`src/design/lzwc_pkg.sv`:
```
package lzwc_pkg;

   localparam int DICT_ENTRIES    = 4096;
   localparam int HASH_SLOTS      = 8192;
   localparam int FIRST_FREE_CODE = 256;

   localparam int CODE_BITS  = 12;
   localparam int BYTE_BITS  = 8;
   localparam int KEY_BITS   = CODE_BITS + BYTE_BITS;
   localparam int FREE_BITS  = CODE_BITS + 1;
   localparam int SLOT_BITS  = $clog2(HASH_SLOTS);
   localparam int EPOCH_BITS = 8;
   localparam int CODE_SPACE = 1 << CODE_BITS;
   localparam int CODE_LIMIT = (DICT_ENTRIES < CODE_SPACE) ? DICT_ENTRIES : CODE_SPACE;
   localparam int REQ_DATA_BITS = 8;
   localparam int RSP_DATA_BITS = ((CODE_BITS + 7) / 8) * 8;

   localparam logic [31:0] HASH_MULT = 32'd2654435761;

   typedef logic [CODE_BITS-1:0]  code_type;
   typedef logic [BYTE_BITS-1:0]  byte_type;
   typedef logic [KEY_BITS-1:0]   key_type;
   typedef logic [SLOT_BITS-1:0]  slot_type;
   typedef logic [FREE_BITS-1:0]  free_type;
   typedef logic [EPOCH_BITS-1:0] epoch_type;

   // an entry is live only when its epoch matches the current stream's epoch
   typedef struct packed {
      epoch_type epoch;
      key_type   key;
      code_type  code;
   } entry_type;

   typedef struct packed {
      code_type code;
      logic     final_code;
   } code_item_type;

   typedef enum logic [2:0] {
      S_CLEAR,
      S_IDLE,
      S_ISSUE,
      S_CHECK,
      S_FINAL
   } state_type;

   function automatic slot_type slot_of(input key_type key);
      logic [31:0] k32;
      logic [31:0] h;
      k32 = 32'(key);
      h   = (k32 * HASH_MULT) ^ (k32 >> 7);
      return h[SLOT_BITS-1:0];
   endfunction

endpackage

```
`src/design/lzwc_out_fifo.sv`:
```
module lzwc_out_fifo (
   input  logic                                   clock,
   input  logic                                   reset,
   input  logic                                   push,
   input  lzwc_pkg::code_item_type                push_item,
   output logic                                   full,
   output logic                                   rsp_tvalid,
   input  logic                                   rsp_tready,
   // [11:0] code, [15:12] zero
   output logic [lzwc_pkg::RSP_DATA_BITS-1:0]     rsp_tdata,
   output logic                                   rsp_tlast
);
   import lzwc_pkg::*;

   code_item_type entries_ff [2];
   logic          wr_ptr_ff;
   logic          rd_ptr_ff;
   logic [1:0]    count_ff;
   logic          pop;
   code_item_type head;

   assign pop        = rsp_tvalid && rsp_tready;
   assign full       = (count_ff == 2'd2);
   assign rsp_tvalid = (count_ff != 2'd0);
   assign head       = entries_ff[rd_ptr_ff];
   assign rsp_tdata  = RSP_DATA_BITS'(head.code);
   assign rsp_tlast  = head.final_code;

   always_ff @(posedge clock) begin
      if (push) begin
         entries_ff[wr_ptr_ff] <= push_item;
      end
   end

   always_ff @(posedge clock) begin
      if (reset) begin
         wr_ptr_ff <= 1'b0;
         rd_ptr_ff <= 1'b0;
         count_ff  <= 2'd0;
      end else begin
         if (push) begin
            wr_ptr_ff <= !wr_ptr_ff;
         end
         if (pop) begin
            rd_ptr_ff <= !rd_ptr_ff;
         end
         unique case ({push, pop})
            2'b10:   count_ff <= count_ff + 2'd1;
            2'b01:   count_ff <= count_ff - 2'd1;
            default: count_ff <= count_ff;
         endcase
      end
   end

endmodule

```
`config.mk`:
```
export PLATFORM = sky130hd
export DESIGN_NAME = lzwc_out_fifo
export DESIGN_NICKNAME = d
export VERILOG_FILES = /design/src/design/lzwc_pkg.sv /design/src/design/lzwc_out_fifo.sv
export SDC_FILE = /design/constraint.sdc
export NUM_CORES = 1
export LEC_CHECK = 0
export ABC_AREA = 1
export ABC_CLOCK_PERIOD_IN_PS = 4700
export BUFFER_PORTS_ARGS = -buffer_cell sky130_fd_sc_hd__buf_4
export CORE_UTILIZATION = 45
export DETAILED_ROUTE_END_ITERATION = 8
export GPL_ROUTABILITY_DRIVEN = 0
export PLACE_DENSITY = 0.71
export SKIP_CTS_REPAIR_TIMING = 1
export SYNTH_ARGS = -nofsm -noshare
export SYNTH_HDL_FRONTEND = slang
export SYNTH_SLANG_ARGS = --single-unit
```
`constraint.sdc`:
```
create_clock -name clock -period 4.7 [get_ports clock]
set_clock_uncertainty 0.2 [all_clocks]
set_input_delay 0.94 -clock clock [delete_from_list [all_inputs] [get_ports clock]]
set_output_delay 0.94 -clock clock [all_outputs]
set_load 0.01 [all_outputs]
```
Word-level counts from Yosys, hierarchy flattened

Memory sizes are Yosys's and may differ from the RTL's. A register that Yosys moved wholly into a read port is not among the register bits.
Cells that the tools add are included.
Widths: inputs -> output; s select.

Bits in registers: 4
Bits in writable memories: 26
Input bits: 17
Output and inout port bits: 19
Logic and storage cells: 19
Memories kept: 1

Add/subtract/negate cells: 2
Equality and inequality tests: 3
Muxes and demuxes: 5
Reductions and logical operators: 5

Memories:

| memory     | depth | width | rd ports | clocked after Yosys merged registers in | wr ports | line                | text |
|---|---|---|---|---|---|---|---|
| entries_ff | 2     | 13    | 1        | 1                                       | 1        | lzwc_out_fifo.sv:15 | `code_item_type entries_ff [2];` |

Operators by type and width:

| cell                | count |
|---|---|
| $eq 2x2->1 const B  | 2 |
| $mux 1              | 4 |
| $pmux 2 s2          | 1 |
| $reduce_bool 2->1   | 2 |
| $add 2x1->2 const B | 1 |
| $eq 2x1->1 const B  | 1 |
| $logic_not 1->1     | 2 |
| $sub 2x1->2 const B | 1 |
| $logic_and 1x1->1   | 1 |

Depth between registers and ports, before layout

Word-level depth: 4
Mapped depth: 10
Gate-level depth less buffers: 10

Worst setup path before layout

No wires, ideal clock.

Kind: input -> register
Start point: input push
End point: memory entries_ff[0][0] in the netlist's numbering, enable pin
Library setup time: 0.382 ns
Data arrival time: 1.550 ns
Required time: 4.118 ns
Setup slack: 2.567 ns
Cell stages on the path: 2
Path buffers: 0
Cell sequence: inv_1 -> nor2_1

Cells in the longest elaborated chain, start to end: 2

Ends and longest elaborated chain:

| item                         | line                | text |
|---|---|---|
| from (decl)                  | lzwc_out_fifo.sv:4  | `input logic push,` |
| $mux 1                       | lzwc_out_fifo.sv:30 | `if (push) begin` |
| $mux 1 (implied by the code) | lzwc_out_fifo.sv:31 | `entries_ff[wr_ptr_ff] <= push_item;` |
| to (decl)                    | lzwc_out_fifo.sv:15 |  |

No other way between the ends.

==> summary.md <==
| Metric | Value |
|---|---|
| CP endpoint kind | `output port` |
| Ranking of synthesized cells by area | `edfxtp_1 62%, mux2_4 12%, dfxtp_1 8.0%` |
| Peak Freq | `355.5 MHz` |
| Dpl ws | `2.168 ns` |
| ANT cells | `0` |
| Worst slew margin | `a little over a quarter` |
| RSZ-0062 raised after global routing | `no` |
| Yosys top cell by area | `edfxtp_1` |
| Count leader, synth | `edfxtp_1` |
| Yosys reg bits | `31` |
| Final setup TNS | `0 ns` |
| Top cells by count, synth | `26 x edfxtp_1, 10 x mux2_4, 10 x nor2_1` |
| Largest net degree at the start of global routing | `15` |
| Row Count | `18` |
| Share of cells above drive strength 1 | `46.22%` |
| Vias | `693` |
| Max Root-Sink Buffers | `2` |
| Post-Route WL | `1.720 mm` |
| Top Ports | `36` |
| Gate Count Post-Synth | `82` |
| Seq pwr share | `between 50% and 60%` |
| Area Overhead vs Synth | `23.83%` |
| Ys flop type | `edfxtp_1` |
| Mapped Avg Cell Area | `15.30 um^2` |
| Sw Pwr | `136.8 uW` |
| Die ar. | `0.003004 mm^2` |
| CP delay by family, top | `flip-flops` |
| CTS buffer count | `5` |
| Skew-Pair Late Insertion Delay | `0.31 ns` |
| YS warnings | `0` |
| Combinational Power Share | `17.8%` |
| CP max FO | `13` |
| WS Path Type | `reg -> out` |
| Final ANT Viol Nets | `0` |
| Hold WC Path Type | `reg -> reg` |
| Slew @ Worst Pin | `1.086 ns` |
| Mapped cell area | `between 0.001 and 0.0015 mm^2` |
| Clock transition at the registers of the reported paths | `around 0.080 ns` |
| Yosys top cell area share | `62.21%` |
| Final period utilization | `59.85%` |
| Gr usage total | `13.88%` |
| Worst R2R Path Depth | `1` |
| WP buf/inv | `1` |
| DR pass1 iterations | `4` |
| Count of pins over their slew limit | `0` |
| CTS tree | `done` |
| Util after Layout | `roughly three fifths` |
| Fin crit period | `2.813 ns` |
| Detailed Place HPWL | `1.238 mm` |
| Netlist cell types | `18` |
| DRT iter0 DRCs | `22` |
| Critical Path AT | `approximately 1.7 ns` |
| GRT Residual Overflow | `0` |
| First-pass GRT wire length | `roughly 2.7 mm` |
| Int Pwr | `448.5 uW` |
| Worst Hold Path Cells | `2` |
| Final setup margin | `1.887 ns` |
| Placeable core area | `between 0.002 and 0.003 mm^2` |
| H-tree depth | `2` |
| Routed wire per std cell | `11.54 um` |
| Max Cap Viol | `0` |
| Req. time, crit path | `3.56 ns` |
| FFs w/ async S/R, synth | `0%` |
| Final setup viols | `0` |
| Initial Util | `49.31%` |
| Sink Count | `31` |
| Clk pwr share | `roughly a quarter` |
| Layout Nets | `136` |
| Die X | `54.81 um` |
| Die Y | `54.81 um` |
| Max incr delay on CP | `just over 0.8 ns` |
| CP max-delay cell | `dfxtp_1` |
| Crit-path cells | `mux2_2, buf_4` |
| Initial antenna violation count | `0` |
| FF-to-FF setup slack | `2.96 ns` |
| Status | `completed` |
| Maximum VDD drop | `around 0.27 mV` |
| Cell count along the critical path | `2` |
| Vias per inst | `roughly 4.7` |
| PD cells | `376.6 mW/mm^2` |
| Clk root buf | `clkbuf_4` |
| Seq/Total Area, Yosys | `70.19%` |
| Vias in the first global route | `636` |
| Worst setup SP type | `flop` |
| Leakage | `0.6578 nW` |
| Final hold violation count | `0` |
| PortBufs | `31` |
| Post-route DRC | `0` |
| Post-synth EDFFs | `26` |
| Net Sw Frac | `between 20% and 30%` |
-- per-layer routing --
layer | share of wire (%) | GRT usage, % | wire length, um | vias to the layer above
li1 | - | - | - | 348
met1 | 38 | 14.29 | 655 | 314
met2 | 53 | 22.49 | 903 | 26
met3 | 7.4 | 6.389 | 128 | 5
met4 | 1.9 | 8.974 | 32 | 0
met5 | 0 | 0 | 0 | -
-- sequential cells by signal, indices dropped and copies added (netlist names), named ones only --
signal and flops:
entries_ff 26, count_ff 2, rd_ptr_ff 1, wr_ptr_ff 1
-- area by class of cell --
| cell class | instances | area [um^2] |
|---|---|---|
| Multi-Input combinational cell | 40 | 310.3 |
| Fill cell | 215 | 991.0 |
| Tap cell | 30 | 37.54 |
| Sequential cell | 31 | 880.8 |
| Timing Repair Buffer | 31 | 232.7 |
| Clock buffer | 7 | 55.05 |
| Clock inverter | 1 | 3.754 |
| Inverter | 9 | 33.78 |
-- per-stage QoR --
stage	cells	cell area, um^2	hold WS, ns	total power [mW]
after global placement	141	1495	0.2754	0.4406
final	149	1554	0.3162	0.5853
after floorplan	85	1266	0.2639	0.4013
after CTS	149	1554	0.3182	0.5937
after detailed placement	141	1495	0.3036	0.4436
after global routing	149	1554	0.3570	0.6158
-- cell usage in the layout, fill, tap and decap left out --
cell type and instances:
dfxtp_1 5, inv_2 2, edfxtp_1 26, clkbuf_8 1
nand4_1 1, buf_4 31, o21ai_2 1, clkbuf_4 5
nand2_1 5, nor2_1 10, conb_1 4, mux2_2 3
o21ai_0 1, nand2_2 2, clkbuf_1 1, clkinv_1 1
a21oi_1 1, nor3_1 1, inv_1 7, mux2_4 10
ha_1 1
-- power by group through the flow --
stage	Sequential, mW	Combinational [mW]	Clock, mW
final	0.331	0.104	0.150
after floorplan	0.330	0.0714	0
after detailed placement	0.338	0.105	0
after CTS	0.332	0.106	0.156
after global routing	0.334	0.116	0.166
after global placement	0.337	0.104	0
-- cells by family (layout without fill, tap and decap cells) --
kind of cell,count (synthesis),after routing,share of synthesized area (%)
other cells,1,4,0.2988
buf+inv,14,48,5.983
mux,13,13,14.66
flops,31,31,70.19
fa+ha+maj,1,1,0.9968
simple gates,19,19,6.381
compound gates,3,3,1.495
-- final timing paths --
path	from	endpoint
setup / recovery	flop	rsp_tdata[6]
hold / removal	count_ff[1]	count_ff[1]
setup reg to reg	wr_ptr_ff	entries_ff[0][4]
hold reg to reg	count_ff[1]	count_ff[1]
Note: power is estimated with default switching activity, not from simulation.
